## src/sv/ppcd_pkg.sv

```systemverilog
// Shared widths, reset values, register indexes and datapath command types
// for the planar pull PID coil drive. Depends on nothing.
package ppcd_pkg;

	localparam int COORD_BITS_DEF = 11;

	localparam int GAIN_W     = 16;
	localparam int SCALE_W    = 24;
	localparam int E_W        = 16;
	localparam int SUM_W      = 32;
	localparam int DIFF_W     = E_W + 1;
	localparam int OUT_W      = 16;
	localparam int AMAG_W     = 39;
	localparam int SPLIT      = 20;
	localparam int COIL_SHIFT = 24;
	localparam int QUOT_W     = 15;
	localparam int NUM_SHIFT  = 4;
	localparam int ACC_W      = 64;
	localparam int MA_W       = 33;
	localparam int MB_W       = 25;
	localparam int PROD_W     = MA_W + MB_W;
	localparam int CFG_IDX_W  = 3;
	localparam int CFG_DATA_W = 24;

	localparam logic [GAIN_W-1:0]  PROP_GAIN_RST  = 16'd2560;
	localparam logic [GAIN_W-1:0]  INTEG_GAIN_RST = 16'd0;
	localparam logic [GAIN_W-1:0]  DERIV_GAIN_RST = 16'd0;
	localparam logic [SCALE_W-1:0] X_SCALE_RST    = 24'd8830;
	localparam logic [SCALE_W-1:0] Y_SCALE_RST    = 24'd12906;

	localparam logic [AMAG_W-1:0] AMAG_MAX      = '1;
	localparam logic [OUT_W-1:0]  DRIVE_POS_MAX = 16'h7FFF;
	localparam logic [OUT_W-1:0]  DRIVE_NEG_MIN = 16'h8000;

	typedef enum logic [CFG_IDX_W-1:0] {
		CFG_PROP_GAIN  = 3'd0,
		CFG_INTEG_GAIN = 3'd1,
		CFG_DERIV_GAIN = 3'd2,
		CFG_X_SCALE    = 3'd3,
		CFG_Y_SCALE    = 3'd4
	} cfg_idx_t;

	typedef enum logic [3:0] {
		MA_E, MA_SUM, MA_DIFF, MA_AMAG_LO, MA_AMAG_HI,
		MA_MX_LO, MA_MX_HI, MA_MY_LO, MA_MY_HI
	} mul_a_t;

	typedef enum logic [2:0] {
		MB_PG, MB_IG, MB_DG, MB_XS, MB_YS, MB_ADX, MB_ADY
	} mul_b_t;

	typedef enum logic [2:0] {
		ACC_HOLD, ACC_CLR, ACC_LOAD, ACC_ADD, ACC_ADD_SH
	} acc_op_t;

	typedef struct packed {
		logic    load_in;
		logic    sq_en;
		logic    rt_step;
		logic    pid_en;
		logic    mag_en;
		logic    mx_en;
		logic    my_en;
		logic    numx_en;
		logic    numy_en;
		logic    div_init;
		logic    div_step;
		logic    res_load;
		mul_a_t  a_sel;
		mul_b_t  b_sel;
		acc_op_t acc_op;
	} dp_cmd_t;

endpackage

```

## src/sv/ppcd_coord_if.sv

```systemverilog
// Input channel carrying robot and target pixel positions.
// Depends on ppcd_pkg.
interface ppcd_coord_if #(parameter int COORD_BITS = ppcd_pkg::COORD_BITS_DEF);
	logic                  valid;
	logic                  ready;
	logic [COORD_BITS-1:0] robot_x;
	logic [COORD_BITS-1:0] robot_y;
	logic [COORD_BITS-1:0] target_x;
	logic [COORD_BITS-1:0] target_y;

	modport source (output valid, robot_x, robot_y, target_x, target_y, input ready);
	modport sink (input valid, robot_x, robot_y, target_x, target_y, output ready);
endinterface

```

## src/sv/ppcd_drive_if.sv

```systemverilog
// Output channel carrying the four coil drives and the distance error.
// Depends on ppcd_pkg.
interface ppcd_drive_if;
	logic                               valid;
	logic                               ready;
	logic signed [ppcd_pkg::OUT_W-1:0]  drive_x_pos;
	logic signed [ppcd_pkg::OUT_W-1:0]  drive_x_neg;
	logic signed [ppcd_pkg::OUT_W-1:0]  drive_y_pos;
	logic signed [ppcd_pkg::OUT_W-1:0]  drive_y_neg;
	logic        [ppcd_pkg::E_W-1:0]    distance_error;

	modport source (output valid, drive_x_pos, drive_x_neg, drive_y_pos, drive_y_neg,
		distance_error, input ready);
	modport sink (input valid, drive_x_pos, drive_x_neg, drive_y_pos, drive_y_neg,
		distance_error, output ready);
endinterface

```

## src/sv/ppcd_cfg_if.sv

```systemverilog
// Configuration write channel: register index and write data.
// Depends on ppcd_pkg.
interface ppcd_cfg_if;
	logic                                valid;
	logic                                ready;
	logic [ppcd_pkg::CFG_IDX_W-1:0]      index;
	logic [ppcd_pkg::CFG_DATA_W-1:0]     data;

	modport source (output valid, index, data, input ready);
	modport sink (input valid, index, data, output ready);
endinterface

```

## src/sv/ppcd_ctrl.sv

```systemverilog
// Controller state machine: sequences the square root, PID, scaling and
// division steps of the datapath. Depends on ppcd_pkg.
module ppcd_ctrl #(
	parameter int COORD_BITS = ppcd_pkg::COORD_BITS_DEF
) (
	input  logic              clk,
	input  logic              arst_n,
	input  logic              in_valid,
	output logic              in_ready,
	output logic              out_valid,
	input  logic              out_ready,
	output ppcd_pkg::dp_cmd_t cmd
);
	import ppcd_pkg::*;

	localparam int ROOT_W = COORD_BITS + 5;
	localparam int STEPS  = (ROOT_W > QUOT_W) ? ROOT_W : QUOT_W;
	localparam int CNT_W  = $clog2(STEPS);

	typedef enum logic [4:0] {
		ST_IDLE, ST_SQ, ST_SQRT, ST_PID, ST_M_P, ST_M_I, ST_M_D, ST_M_W, ST_MAG,
		ST_X_LO, ST_X_HI, ST_X_W, ST_X_ST, ST_Y_LO, ST_Y_HI, ST_Y_W, ST_Y_ST,
		ST_NX_LO, ST_NX_HI, ST_NX_W, ST_NX_ST, ST_NY_LO, ST_NY_HI, ST_NY_W, ST_NY_ST,
		ST_DIV_INIT, ST_DIV, ST_FIN
	} state_t;

	state_t           state_q;
	logic [CNT_W-1:0] cnt_q;
	logic             out_valid_q;
	logic             slot_free;

	assign in_ready  = (state_q == ST_IDLE);
	assign out_valid = out_valid_q;
	assign slot_free = !out_valid_q || out_ready;

	always_comb begin
		cmd = '0;
		cmd.a_sel  = MA_E;
		cmd.b_sel  = MB_PG;
		cmd.acc_op = ACC_HOLD;
		case (state_q)
			ST_IDLE: cmd.load_in = in_valid;
			ST_SQ: cmd.sq_en = 1'b1;
			ST_SQRT: cmd.rt_step = 1'b1;
			ST_PID: begin
				cmd.pid_en = 1'b1;
				cmd.acc_op = ACC_CLR;
			end
			ST_M_P: begin
				cmd.a_sel = MA_E;
				cmd.b_sel = MB_PG;
			end
			ST_M_I: begin
				cmd.a_sel  = MA_SUM;
				cmd.b_sel  = MB_IG;
				cmd.acc_op = ACC_ADD;
			end
			ST_M_D: begin
				cmd.a_sel  = MA_DIFF;
				cmd.b_sel  = MB_DG;
				cmd.acc_op = ACC_ADD;
			end
			ST_M_W: cmd.acc_op = ACC_ADD;
			ST_MAG: cmd.mag_en = 1'b1;
			ST_X_LO: begin
				cmd.a_sel = MA_AMAG_LO;
				cmd.b_sel = MB_XS;
			end
			ST_X_HI: begin
				cmd.a_sel  = MA_AMAG_HI;
				cmd.b_sel  = MB_XS;
				cmd.acc_op = ACC_LOAD;
			end
			ST_X_W: cmd.acc_op = ACC_ADD_SH;
			ST_X_ST: cmd.mx_en = 1'b1;
			ST_Y_LO: begin
				cmd.a_sel = MA_AMAG_LO;
				cmd.b_sel = MB_YS;
			end
			ST_Y_HI: begin
				cmd.a_sel  = MA_AMAG_HI;
				cmd.b_sel  = MB_YS;
				cmd.acc_op = ACC_LOAD;
			end
			ST_Y_W: cmd.acc_op = ACC_ADD_SH;
			ST_Y_ST: cmd.my_en = 1'b1;
			ST_NX_LO: begin
				cmd.a_sel = MA_MX_LO;
				cmd.b_sel = MB_ADX;
			end
			ST_NX_HI: begin
				cmd.a_sel  = MA_MX_HI;
				cmd.b_sel  = MB_ADX;
				cmd.acc_op = ACC_LOAD;
			end
			ST_NX_W: cmd.acc_op = ACC_ADD_SH;
			ST_NX_ST: cmd.numx_en = 1'b1;
			ST_NY_LO: begin
				cmd.a_sel = MA_MY_LO;
				cmd.b_sel = MB_ADY;
			end
			ST_NY_HI: begin
				cmd.a_sel  = MA_MY_HI;
				cmd.b_sel  = MB_ADY;
				cmd.acc_op = ACC_LOAD;
			end
			ST_NY_W: cmd.acc_op = ACC_ADD_SH;
			ST_NY_ST: cmd.numy_en = 1'b1;
			ST_DIV_INIT: cmd.div_init = 1'b1;
			ST_DIV: cmd.div_step = 1'b1;
			ST_FIN: cmd.res_load = slot_free;
			default: cmd.acc_op = ACC_HOLD;
		endcase
	end

	always_ff @(posedge clk or negedge arst_n) begin
		if (!arst_n) begin
			state_q     <= ST_IDLE;
			cnt_q       <= '0;
			out_valid_q <= 1'b0;
		end else begin
			if (state_q == ST_FIN && slot_free)
				out_valid_q <= 1'b1;
			else if (out_valid_q && out_ready)
				out_valid_q <= 1'b0;
			case (state_q)
				ST_IDLE: if (in_valid) state_q <= ST_SQ;
				ST_SQ: begin
					cnt_q   <= '0;
					state_q <= ST_SQRT;
				end
				ST_SQRT: begin
					if (cnt_q == CNT_W'(ROOT_W - 1)) begin
						state_q <= ST_PID;
					end else begin
						cnt_q <= cnt_q + 1'b1;
					end
				end
				ST_PID:    state_q <= ST_M_P;
				ST_M_P:    state_q <= ST_M_I;
				ST_M_I:    state_q <= ST_M_D;
				ST_M_D:    state_q <= ST_M_W;
				ST_M_W:    state_q <= ST_MAG;
				ST_MAG:    state_q <= ST_X_LO;
				ST_X_LO:   state_q <= ST_X_HI;
				ST_X_HI:   state_q <= ST_X_W;
				ST_X_W:    state_q <= ST_X_ST;
				ST_X_ST:   state_q <= ST_Y_LO;
				ST_Y_LO:   state_q <= ST_Y_HI;
				ST_Y_HI:   state_q <= ST_Y_W;
				ST_Y_W:    state_q <= ST_Y_ST;
				ST_Y_ST:   state_q <= ST_NX_LO;
				ST_NX_LO:  state_q <= ST_NX_HI;
				ST_NX_HI:  state_q <= ST_NX_W;
				ST_NX_W:   state_q <= ST_NX_ST;
				ST_NX_ST:  state_q <= ST_NY_LO;
				ST_NY_LO:  state_q <= ST_NY_HI;
				ST_NY_HI:  state_q <= ST_NY_W;
				ST_NY_W:   state_q <= ST_NY_ST;
				ST_NY_ST:  state_q <= ST_DIV_INIT;
				ST_DIV_INIT: begin
					cnt_q   <= '0;
					state_q <= ST_DIV;
				end
				ST_DIV: begin
					if (cnt_q == CNT_W'(QUOT_W - 1)) begin
						state_q <= ST_FIN;
					end else begin
						cnt_q <= cnt_q + 1'b1;
					end
				end
				ST_FIN: begin
					if (slot_free)
						state_q <= ST_IDLE;
				end
				default: state_q <= ST_IDLE;
			endcase
		end
	end

endmodule

```

## src/sv/ppcd_dp.sv

```systemverilog
// Datapath: configuration registers, bit-serial square root, shared multiplier
// with accumulator, two-lane restoring divider and result register. Depends on ppcd_pkg.
module ppcd_dp #(
	parameter int COORD_BITS = ppcd_pkg::COORD_BITS_DEF
) (
	input  logic                                clk,
	input  logic                                arst_n,
	input  ppcd_pkg::dp_cmd_t                   cmd,
	input  logic                                cfg_we,
	input  logic [ppcd_pkg::CFG_IDX_W-1:0]      cfg_index,
	input  logic [ppcd_pkg::CFG_DATA_W-1:0]     cfg_data,
	input  logic [COORD_BITS-1:0]               robot_x,
	input  logic [COORD_BITS-1:0]               robot_y,
	input  logic [COORD_BITS-1:0]               target_x,
	input  logic [COORD_BITS-1:0]               target_y,
	output logic signed [ppcd_pkg::OUT_W-1:0]   drive_x_pos,
	output logic signed [ppcd_pkg::OUT_W-1:0]   drive_x_neg,
	output logic signed [ppcd_pkg::OUT_W-1:0]   drive_y_pos,
	output logic signed [ppcd_pkg::OUT_W-1:0]   drive_y_neg,
	output logic        [ppcd_pkg::E_W-1:0]     distance_error
);
	import ppcd_pkg::*;

	localparam int ROOT_W = COORD_BITS + 5;
	localparam int RAD_W  = 2 * ROOT_W;
	localparam int SQ_W   = 2 * COORD_BITS + 1;
	localparam int REM_W  = ROOT_W + 3;
	localparam int NUM_W  = AMAG_W + COORD_BITS + NUM_SHIFT;
	localparam int OVC_W  = NUM_W - QUOT_W;

	function automatic logic [2*OUT_W-1:0] steer(input logic ovf,
		input logic [QUOT_W-1:0] q, input logic neg);
		logic [OUT_W-1:0] mag;
		mag = OUT_W'(q);
		if (neg && (ovf || (q != '0))) begin
			if (ovf)
				return {{OUT_W{1'b0}}, DRIVE_NEG_MIN};
			return {{OUT_W{1'b0}}, OUT_W'(-mag)};
		end
		if (ovf)
			return {DRIVE_POS_MAX, {OUT_W{1'b0}}};
		return {mag, {OUT_W{1'b0}}};
	endfunction

	logic [GAIN_W-1:0]  prop_gain_q, integ_gain_q, deriv_gain_q;
	logic [SCALE_W-1:0] x_scale_q, y_scale_q;
	logic [SUM_W-1:0]   error_sum_q;
	logic [E_W-1:0]     prev_error_q;

	logic [COORD_BITS-1:0] adx_q, ady_q;
	logic                  dx_neg_q, dy_neg_q;
	logic [RAD_W-1:0]      rad_q;
	logic [REM_W-1:0]      rt_rem_q;
	logic [ROOT_W-1:0]     root_q;
	logic [E_W-1:0]        e_q;
	logic signed [DIFF_W-1:0] diff_q;
	logic signed [PROD_W-1:0] prod_q;
	logic signed [ACC_W-1:0]  acc_q;
	logic [AMAG_W-1:0]     amag_q, mx_q, my_q;
	logic                  acc_neg_q;
	logic [NUM_W-1:0]      num_q [2];
	logic [ROOT_W-1:0]     dv_rem_q [2];
	logic [QUOT_W-1:0]     nlow_q [2];
	logic [QUOT_W-1:0]     quo_q [2];
	logic                  ovf_q [2];

	logic signed [COORD_BITS:0] dx_c, dy_c;
	logic [COORD_BITS-1:0] adx_c, ady_c;
	logic [SQ_W-1:0]       adx_w, ady_w, sq_c;
	logic [REM_W-1:0]      rt_cur, rt_trial;
	logic [31:0]           ef32;
	logic [E_W-1:0]        e_c;
	logic [SUM_W:0]        sum_wide;
	logic [SUM_W-1:0]      sum_c;
	logic signed [DIFF_W-1:0] diff_c;
	logic signed [MA_W-1:0] mul_a;
	logic signed [MB_W-1:0] mul_b;
	logic signed [ACC_W-1:0] prod_ext;
	logic [ACC_W-1:0]      acc_abs;
	logic [ROOT_W:0]       dv_cur [2];
	logic                  dv_ge [2];
	logic [OVC_W-1:0]      num_hi [2];
	logic                  ef_zero;
	logic                  x_ovf, y_ovf, x_neg, y_neg;
	logic [QUOT_W-1:0]     x_q, y_q;
	logic [2*OUT_W-1:0]    x_drv, y_drv;

	always_comb begin
		dx_c  = $signed({1'b0, target_x}) - $signed({1'b0, robot_x});
		dy_c  = $signed({1'b0, target_y}) - $signed({1'b0, robot_y});
		adx_c = dx_c[COORD_BITS] ? COORD_BITS'(-dx_c) : dx_c[COORD_BITS-1:0];
		ady_c = dy_c[COORD_BITS] ? COORD_BITS'(-dy_c) : dy_c[COORD_BITS-1:0];
		adx_w = SQ_W'(adx_q);
		ady_w = SQ_W'(ady_q);
		sq_c  = adx_w * adx_w + ady_w * ady_w;

		rt_cur   = {rt_rem_q[REM_W-3:0], rad_q[RAD_W-1 -: 2]};
		rt_trial = {1'b0, root_q, 2'b01};

		ef32     = 32'(root_q);
		e_c      = (ef32 > 32'h0000_FFFF) ? '1 : ef32[E_W-1:0];
		sum_wide = {1'b0, error_sum_q} + (SUM_W+1)'(e_c);
		sum_c    = sum_wide[SUM_W] ? '1 : sum_wide[SUM_W-1:0];
		diff_c   = $signed({1'b0, e_c}) - $signed({1'b0, prev_error_q});

		case (cmd.a_sel)
			MA_E:       mul_a = $signed(MA_W'(e_q));
			MA_SUM:     mul_a = $signed(MA_W'(error_sum_q));
			MA_DIFF:    mul_a = MA_W'(diff_q);
			MA_AMAG_LO: mul_a = $signed(MA_W'(amag_q[SPLIT-1:0]));
			MA_AMAG_HI: mul_a = $signed(MA_W'(amag_q[AMAG_W-1:SPLIT]));
			MA_MX_LO:   mul_a = $signed(MA_W'(mx_q[SPLIT-1:0]));
			MA_MX_HI:   mul_a = $signed(MA_W'(mx_q[AMAG_W-1:SPLIT]));
			MA_MY_LO:   mul_a = $signed(MA_W'(my_q[SPLIT-1:0]));
			MA_MY_HI:   mul_a = $signed(MA_W'(my_q[AMAG_W-1:SPLIT]));
			default:    mul_a = '0;
		endcase
		case (cmd.b_sel)
			MB_PG:   mul_b = $signed(MB_W'(prop_gain_q));
			MB_IG:   mul_b = $signed(MB_W'(integ_gain_q));
			MB_DG:   mul_b = $signed(MB_W'(deriv_gain_q));
			MB_XS:   mul_b = $signed(MB_W'(x_scale_q));
			MB_YS:   mul_b = $signed(MB_W'(y_scale_q));
			MB_ADX:  mul_b = $signed(MB_W'(adx_q));
			MB_ADY:  mul_b = $signed(MB_W'(ady_q));
			default: mul_b = '0;
		endcase

		prod_ext = ACC_W'(prod_q);
		acc_abs  = acc_q[ACC_W-1] ? ACC_W'(-acc_q) : ACC_W'(acc_q);

		for (int l = 0; l < 2; l++) begin
			dv_cur[l] = {dv_rem_q[l], nlow_q[l][QUOT_W-1]};
			dv_ge[l]  = dv_cur[l] >= {1'b0, root_q};
			num_hi[l] = num_q[l][NUM_W-1:QUOT_W];
		end

		ef_zero = (root_q == '0);
		if (ef_zero) begin
			x_ovf = |mx_q[AMAG_W-1:QUOT_W];
			x_q   = mx_q[QUOT_W-1:0];
			x_neg = acc_neg_q;
			y_ovf = 1'b0;
			y_q   = '0;
			y_neg = 1'b0;
		end else begin
			x_ovf = ovf_q[0];
			x_q   = quo_q[0];
			x_neg = acc_neg_q ^ dx_neg_q;
			y_ovf = ovf_q[1];
			y_q   = quo_q[1];
			y_neg = acc_neg_q ^ dy_neg_q;
		end
		x_drv = steer(x_ovf, x_q, x_neg);
		y_drv = steer(y_ovf, y_q, y_neg);
	end

	always_ff @(posedge clk or negedge arst_n) begin
		if (!arst_n) begin
			prop_gain_q  <= PROP_GAIN_RST;
			integ_gain_q <= INTEG_GAIN_RST;
			deriv_gain_q <= DERIV_GAIN_RST;
			x_scale_q    <= X_SCALE_RST;
			y_scale_q    <= Y_SCALE_RST;
			error_sum_q  <= '0;
			prev_error_q <= '0;
		end else begin
			if (cfg_we) begin
				case (cfg_idx_t'(cfg_index))
					CFG_PROP_GAIN:  prop_gain_q  <= cfg_data[GAIN_W-1:0];
					CFG_INTEG_GAIN: integ_gain_q <= cfg_data[GAIN_W-1:0];
					CFG_DERIV_GAIN: deriv_gain_q <= cfg_data[GAIN_W-1:0];
					CFG_X_SCALE:    x_scale_q    <= cfg_data[SCALE_W-1:0];
					CFG_Y_SCALE:    y_scale_q    <= cfg_data[SCALE_W-1:0];
					default:        prop_gain_q  <= prop_gain_q;
				endcase
			end
			if (cmd.pid_en) begin
				error_sum_q  <= sum_c;
				prev_error_q <= e_c;
			end
		end
	end

	always_ff @(posedge clk) begin
		if (cmd.load_in) begin
			adx_q    <= adx_c;
			ady_q    <= ady_c;
			dx_neg_q <= dx_c[COORD_BITS];
			dy_neg_q <= dy_c[COORD_BITS];
		end
		if (cmd.sq_en) begin
			rad_q    <= RAD_W'({sq_c, 8'b0});
			rt_rem_q <= '0;
			root_q   <= '0;
		end
		if (cmd.rt_step) begin
			rad_q <= {rad_q[RAD_W-3:0], 2'b00};
			if (rt_cur >= rt_trial) begin
				rt_rem_q <= rt_cur - rt_trial;
				root_q   <= {root_q[ROOT_W-2:0], 1'b1};
			end else begin
				rt_rem_q <= rt_cur;
				root_q   <= {root_q[ROOT_W-2:0], 1'b0};
			end
		end
		if (cmd.pid_en) begin
			e_q    <= e_c;
			diff_q <= diff_c;
		end

		prod_q <= mul_a * mul_b;
		case (cmd.acc_op)
			ACC_CLR:    acc_q <= '0;
			ACC_LOAD:   acc_q <= prod_ext;
			ACC_ADD:    acc_q <= acc_q + prod_ext;
			ACC_ADD_SH: acc_q <= acc_q + (prod_ext <<< SPLIT);
			default:    acc_q <= acc_q;
		endcase

		if (cmd.mag_en) begin
			acc_neg_q <= acc_q[ACC_W-1];
			amag_q    <= (acc_abs > ACC_W'(AMAG_MAX)) ? AMAG_MAX : acc_abs[AMAG_W-1:0];
		end
		if (cmd.mx_en)
			mx_q <= acc_q[COIL_SHIFT +: AMAG_W];
		if (cmd.my_en)
			my_q <= acc_q[COIL_SHIFT +: AMAG_W];
		if (cmd.numx_en)
			num_q[0] <= {acc_q[NUM_W-NUM_SHIFT-1:0], {NUM_SHIFT{1'b0}}};
		if (cmd.numy_en)
			num_q[1] <= {acc_q[NUM_W-NUM_SHIFT-1:0], {NUM_SHIFT{1'b0}}};

		for (int l = 0; l < 2; l++) begin
			if (cmd.div_init) begin
				ovf_q[l]    <= num_hi[l] >= OVC_W'(root_q);
				dv_rem_q[l] <= num_hi[l][ROOT_W-1:0];
				nlow_q[l]   <= num_q[l][QUOT_W-1:0];
				quo_q[l]    <= '0;
			end
			if (cmd.div_step) begin
				dv_rem_q[l] <= dv_ge[l] ? ROOT_W'(dv_cur[l] - {1'b0, root_q})
					: dv_cur[l][ROOT_W-1:0];
				nlow_q[l]   <= {nlow_q[l][QUOT_W-2:0], 1'b0};
				quo_q[l]    <= {quo_q[l][QUOT_W-2:0], dv_ge[l]};
			end
		end

		if (cmd.res_load) begin
			drive_x_pos    <= x_drv[2*OUT_W-1:OUT_W];
			drive_x_neg    <= x_drv[OUT_W-1:0];
			drive_y_pos    <= y_drv[2*OUT_W-1:OUT_W];
			drive_y_neg    <= y_drv[OUT_W-1:0];
			distance_error <= e_q;
		end
	end

endmodule

```

## src/sv/planar_pull_pid_coil_drive.sv

```systemverilog
// Channel   Direction  Payload
// coords    in         robot_x, robot_y, target_x, target_y
// drive     out        drive_x_pos, drive_x_neg, drive_y_pos, drive_y_neg, distance_error
// cfg       in         index, data (register write)
//
// One item runs from acceptance to the next acceptance through the one-bit-per-cycle
// square root, the 15-step divider and the shared multiplier sequence for the PID
// and scaling; no new item is accepted until the controller is idle again.
// The result waits in an output register, so a stalled sink holds only the final step.
// Reset clears the controller, error sum and previous error, and returns the gain
// and scale registers to their defaults.
// Configuration writes are always taken.
// Top level of the planar pull PID coil drive; depends on ppcd_pkg, the
// channel interfaces, ppcd_ctrl and ppcd_dp.
module planar_pull_pid_coil_drive #(
	parameter int COORD_BITS = ppcd_pkg::COORD_BITS_DEF
) (
	input logic         clk,
	input logic         arst_n,
	ppcd_coord_if.sink  coords,
	ppcd_drive_if.source drive,
	ppcd_cfg_if.sink    cfg
);
	import ppcd_pkg::*;

	dp_cmd_t cmd;

	assign cfg.ready = 1'b1;

	ppcd_ctrl #(.COORD_BITS(COORD_BITS)) u_ctrl (
		.clk       (clk),
		.arst_n    (arst_n),
		.in_valid  (coords.valid),
		.in_ready  (coords.ready),
		.out_valid (drive.valid),
		.out_ready (drive.ready),
		.cmd       (cmd)
	);

	ppcd_dp #(.COORD_BITS(COORD_BITS)) u_dp (
		.clk            (clk),
		.arst_n         (arst_n),
		.cmd            (cmd),
		.cfg_we         (cfg.valid),
		.cfg_index      (cfg.index),
		.cfg_data       (cfg.data),
		.robot_x        (coords.robot_x),
		.robot_y        (coords.robot_y),
		.target_x       (coords.target_x),
		.target_y       (coords.target_y),
		.drive_x_pos    (drive.drive_x_pos),
		.drive_x_neg    (drive.drive_x_neg),
		.drive_y_pos    (drive.drive_y_pos),
		.drive_y_neg    (drive.drive_y_neg),
		.distance_error (drive.distance_error)
	);

endmodule
```

## src/flat_wrapper.sv

```systemverilog
// flat-port wrapper written by rule: the top's interface ports become plain ports
module planar_pull_pid_coil_drive_flat import ppcd_pkg::*;
#(
	parameter int COORD_BITS = ppcd_pkg::COORD_BITS_DEF
)
  (clk, arst_n, coords_valid, coords_robot_x, coords_robot_y, coords_target_x, coords_target_y, coords_ready, drive_valid, drive_drive_x_pos, drive_drive_x_neg, drive_drive_y_pos, drive_drive_y_neg, drive_distance_error, drive_ready, cfg_valid, cfg_index, cfg_data, cfg_ready);
  ppcd_coord_if #(.COORD_BITS(COORD_BITS)) coords_i ();
  ppcd_drive_if drive_i ();
  ppcd_cfg_if cfg_i ();
  input logic clk;
  input logic arst_n;
  input wire logic [$bits(coords_i.valid)-1:0] coords_valid;
  input wire logic [$bits(coords_i.robot_x)-1:0] coords_robot_x;
  input wire logic [$bits(coords_i.robot_y)-1:0] coords_robot_y;
  input wire logic [$bits(coords_i.target_x)-1:0] coords_target_x;
  input wire logic [$bits(coords_i.target_y)-1:0] coords_target_y;
  output wire logic [$bits(coords_i.ready)-1:0] coords_ready;
  output wire logic [$bits(drive_i.valid)-1:0] drive_valid;
  output wire logic [$bits(drive_i.drive_x_pos)-1:0] drive_drive_x_pos;
  output wire logic [$bits(drive_i.drive_x_neg)-1:0] drive_drive_x_neg;
  output wire logic [$bits(drive_i.drive_y_pos)-1:0] drive_drive_y_pos;
  output wire logic [$bits(drive_i.drive_y_neg)-1:0] drive_drive_y_neg;
  output wire logic [$bits(drive_i.distance_error)-1:0] drive_distance_error;
  input wire logic [$bits(drive_i.ready)-1:0] drive_ready;
  input wire logic [$bits(cfg_i.valid)-1:0] cfg_valid;
  input wire logic [$bits(cfg_i.index)-1:0] cfg_index;
  input wire logic [$bits(cfg_i.data)-1:0] cfg_data;
  output wire logic [$bits(cfg_i.ready)-1:0] cfg_ready;
  assign coords_i.valid = coords_valid;
  assign coords_i.robot_x = coords_robot_x;
  assign coords_i.robot_y = coords_robot_y;
  assign coords_i.target_x = coords_target_x;
  assign coords_i.target_y = coords_target_y;
  assign coords_ready = coords_i.ready;
  assign drive_valid = drive_i.valid;
  assign drive_drive_x_pos = drive_i.drive_x_pos;
  assign drive_drive_x_neg = drive_i.drive_x_neg;
  assign drive_drive_y_pos = drive_i.drive_y_pos;
  assign drive_drive_y_neg = drive_i.drive_y_neg;
  assign drive_distance_error = drive_i.distance_error;
  assign drive_i.ready = drive_ready;
  assign cfg_i.valid = cfg_valid;
  assign cfg_i.index = cfg_index;
  assign cfg_i.data = cfg_data;
  assign cfg_ready = cfg_i.ready;
  planar_pull_pid_coil_drive #(.COORD_BITS(COORD_BITS)) u_core (.clk(clk), .arst_n(arst_n), .coords(coords_i), .drive(drive_i), .cfg(cfg_i));
endmodule
```

## config.mk

```make
export PLATFORM = sky130hd
export DESIGN_NAME = planar_pull_pid_coil_drive_flat
export DESIGN_NICKNAME = d
export VERILOG_FILES = /design/src/sv/ppcd_pkg.sv /design/src/sv/ppcd_coord_if.sv /design/src/sv/ppcd_drive_if.sv /design/src/sv/ppcd_cfg_if.sv /design/src/sv/ppcd_ctrl.sv /design/src/sv/ppcd_dp.sv /design/src/sv/planar_pull_pid_coil_drive.sv /design/src/flat_wrapper.sv
export SDC_FILE = /design/constraint.sdc
export NUM_CORES = 2
export LEC_CHECK = 0
export BUFFER_PORTS_ARGS = -buffer_cell sky130_fd_sc_hd__buf_2
export CAP_MARGIN = 40
export CORE_ASPECT_RATIO = 1.5
export CORE_MARGIN = 4
export CORE_UTILIZATION = 50
export CTS_BUF_LIST = sky130_fd_sc_hd__clkbuf_8
export CTS_CLUSTER_DIAMETER = 100
export CTS_CLUSTER_SIZE = 20
export DETAILED_ROUTE_END_ITERATION = 6
export HOLD_SLACK_MARGIN = 0.03
export PLACE_DENSITY_LB_ADDON = 0.15
export SYNTH_ARGS = -nofsm -noshare
export SYNTH_HDL_FRONTEND = slang
export SYNTH_HIERARCHICAL = 1
export SYNTH_SLANG_ARGS = --single-unit
```

## constraint.sdc

```tcl
create_clock -name clk -period 23.9 [get_ports clk]
set_input_delay 2.39 -clock clk [delete_from_list [all_inputs] [get_ports clk]]
set_output_delay 2.39 -clock clk [all_outputs]
set_load 0.05 [all_outputs]
```

==> flow_metrics.py <==
metrics = {
    "worst_setup_path": {
        "r2r_end": "u_core/u_dp/prod_q[56]$_DFF_P_",
        "worst-path-max-fanout": 35,
        "reg2reg_from": "u_core/u_ctrl/state_q[4]$_DFFE_PN0P_",
        "worst_setup_path_start_kind": "flop",
        "cp_common_cell": "fa_1",
        "critPathSlowestCell": "dfrtp_1",
        "arrival_ps": 12210,
        "rr_worst_depth": 38,
        "cp_slowest_stage_delay_ps": 770,
        "worst_setup_path_end_kind": "flop",
        "worst_ep_required_time_ps": 24660,
        "r2r_slack_ps": 12450,
        "critical_path_class": "flop to flop",
    },
    "synth": {
        "ys_top_cells_by_area": "fa_1 25%, edfxtp_1 22%, ha_1 8.2%, inv_1 6.1%, dfrtp_1 4.4%",
        "yosysSeqAreaShare": 0.282,
        "syn-cell-area_um2": 77400,
        "synthFlopType": "edfxtp_1",
        "ys_ff_latch": 772,
        "yosysWarnings": 6,
        "netlist.area_leader.share": 0.254,
        "synthCells": 7836,
        "synth_edf_count": 560,
        "yosysTopAreaCell": "fa_1",
        "ys_types": 96,
        "synth_async_sr_flop_share": 0.199,
        "syn_avg_cell_area_um2": 9.87,
    },
    "route": {
        "vias": 58300,
        "drc": 2,
        "vias_per_cell": 5.85,
        "wl_um": 251000,
        "dr.pass1.iters": 7,
        "ant_nets": 0,
        "wl_per_cell_um": 25.2,
        "drtIter0Drc": 4084,
    },
    "cells_and_area": {
        "final_cell_mix": "1280 x inv_1, 981 x fa_1, 813 x nand2_1, 699 x nor2_1, 560 x edfxtp_1",
        "multi_input_area_um2": 49900,
        "regArea_um2": 21900,
        "drive_above_1_share": 0.0803,
        "layout.nets": 9450,
        "final_common_cell": "inv_1",
        "fillers": 14000,
        "area_delta_synth_final_pct": 6.08,
    },
    "timing": {
        "rsz0062_at_grt": "no",
        "slew_violations": 0,
        "period_needed_ps": 11450,
        "min_period_over_period": 0.479,
        "tns_ps": 0,
        "maxSlewHeadroom": 0.365,
        "max_clock_freq_mhz": 87.3,
        "hold_viol": 0,
        "setup_viol": 0,
        "worstMarginPinSlew_ps": 943,
        "clock_skew_ps": 106,
    },
    "grt": {
        "grt_use_total": 0.315,
        "antenna_found_initial": 4,
        "grt_pass1_wl_um": 378000,
        "grt_max_degree": 82,
        "grt_pass1_vias": 62100,
        "grt_overflow": 0,
    },
    "placement": {
        "globalplace.congestion": 0.958,
        "post-dp-hpwl_um": 196000,
        "io_buffers": 155,
    },
    "run": {
        "drv_cap": 0,
    },
    "die": {
        "die_area_um2": 161000,
        "start_util": 0.504,
        "coreArea_um2": 153000,
        "dieWidth_um": 329,
        "die_y_um": 490,
        "io_pins": 159,
        "rows": 176,
    },
    "cts": {
        "cts_htree_levels": 2,
        "clkTransAtPathRegs_ps": 130,
        "cts_buffers": 47,
        "root_buffer": "clkbuf_8",
        "clock_sinks": 772,
        "clk_latency_ps": 840,
        "cts_resized": 0,
        "holdBufCountCts": 0,
        "cts_buffer_depth": 3,
        "cts_setup_buffers": 0,
        "cts_tree": "built",
    },
    "worst_hold_path": {
        "hp-start": "u_core/u_dp/e_q[11]$_DFFE_PP_",
        "hold_path.class": "flop to flop",
        "min_path_cells": 0,
        "hold_end": "u_core/u_dp/distance_error[11]$_DFFE_PP_",
    },
    "status": {
        "failed_checks": "DRC",
        "status": "finished with violations",
    },
}
-- stage by stage --
| step | utilization | hold slack (ps) | instance area (um2) | setup slack (ps) | instances |
|---|---|---|---|---|---|
| 5_1_grt | 0.535 | 500 | 82100 | 11780 | 9970 |
| 6_report | 0.535 | 484 | 82100 | 12450 | 9971 |
| 3_3_place_gp | 0.527 | 462 | 80800 | 12410 | 9864 |
| 4_1_cts | 0.535 | 491 | 82100 | 12480 | 9969 |
| 3_5_place_dp | 0.529 | 456 | 81200 | 12530 | 9883 |
| 2_1_floorplan | - | 421 | 77400 | 13980 | 7837 |
-- how the worst max path moves through the flow --
stage,endpoint,cells past startpoint,from
CTS,u_core/u_dp/prod_q[56]$_DFF_P_,38,u_core/u_ctrl/state_q[4]$_DFFE_PN0P_
finish,u_core/u_dp/prod_q[56]$_DFF_P_,38,u_core/u_ctrl/state_q[4]$_DFFE_PN0P_
floorplan,u_core/u_dp/prod_q[56]$_DFF_P_,37,u_core/u_ctrl/state_q[2]$_DFFE_PN0P_
global route,u_core/u_dp/prod_q[56]$_DFF_P_,38,u_core/u_ctrl/state_q[4]$_DFFE_PN0P_
global placement,u_core/u_dp/prod_q[56]$_DFF_P_,32,u_core/u_ctrl/state_q[1]$_DFFE_PN0P_
detailed placement,u_core/u_dp/prod_q[56]$_DFF_P_,38,u_core/u_ctrl/state_q[4]$_DFFE_PN0P_
-- critical path, delay by kind of cell (launching register included) --
family,cells,cell delay (ps)
buffers and inverters,8,1050
XOR/XNOR,1,150
AND/OR/NAND/NOR,10,2030
flip-flops,1,770
AO/OA/AOI/OAI,11,3620
adder cells (fa/ha/maj),8,3790
-- cells by family after synthesis --
group | synth area share
other cells | 0.0000971
fa+ha+maj | 0.336
simple gates | 0.131
buf+inv | 0.0767
mux | 0.0372
compound gates | 0.0973
xor+xnor | 0.0391
flops | 0.282
-- Yosys cell counts, types with 77 or more instances --
master / count
a21o_1: 94
a21oi_1: 350
a22oi_1: 77
and2_1: 137
clkbuf_1: 278
dfrtp_1: 137
edfxtp_1: 560
fa_1: 981
ha_1: 508
inv_1: 1251
mux2_2: 139
mux2i_1: 102
nand2_1: 813
nor2_1: 704
nor3_1: 96
o21ai_0: 244
xnor2_1: 195
xor2_1: 150
-- final cells by class --
type / instances / area share
sequential: 772 / 0.266
clock inverter: 39 / 0.00293
tap: 2047 / 0.0312
multi-input combinational: 5498 / 0.608
clock buffer: 47 / 0.00788
inverter: 1251 / 0.0572
timing repair buffer: 315 / 0.0263
antenna: 2 / 0.0000610
-- per-layer routing --
metal,GRT usage,part of all wire
met5,0,0
met4,0.209,0.083
met3,0.0348,0.057
met2,0.568,0.51
met1,0.351,0.35
-- registers in the layout, summed over array words and instances, names as in the netlist, 17 cells and up --
name                     flops
u_core/u_dp/mx_q            39
u_core/u_dp/dv_rem_q        32
u_core/u_dp/error_sum_q     32
u_core/u_dp/amag_q          39
u_core/u_dp/quo_q           30
u_core/u_dp/prod_q          58
u_core/u_dp/y_scale_q       24
u_core/u_dp/rt_rem_q        17
u_core/u_dp/num_q          100
u_core/u_dp/acc_q           64
u_core/u_dp/nlow_q          22
u_core/u_dp/my_q            39
u_core/u_dp/diff_q          17
u_core/u_dp/rad_q           24
u_core/u_dp/x_scale_q       24
Power is not shown: default switching activity piles up to over one toggle a cycle in this logic, so the estimate is an artifact.
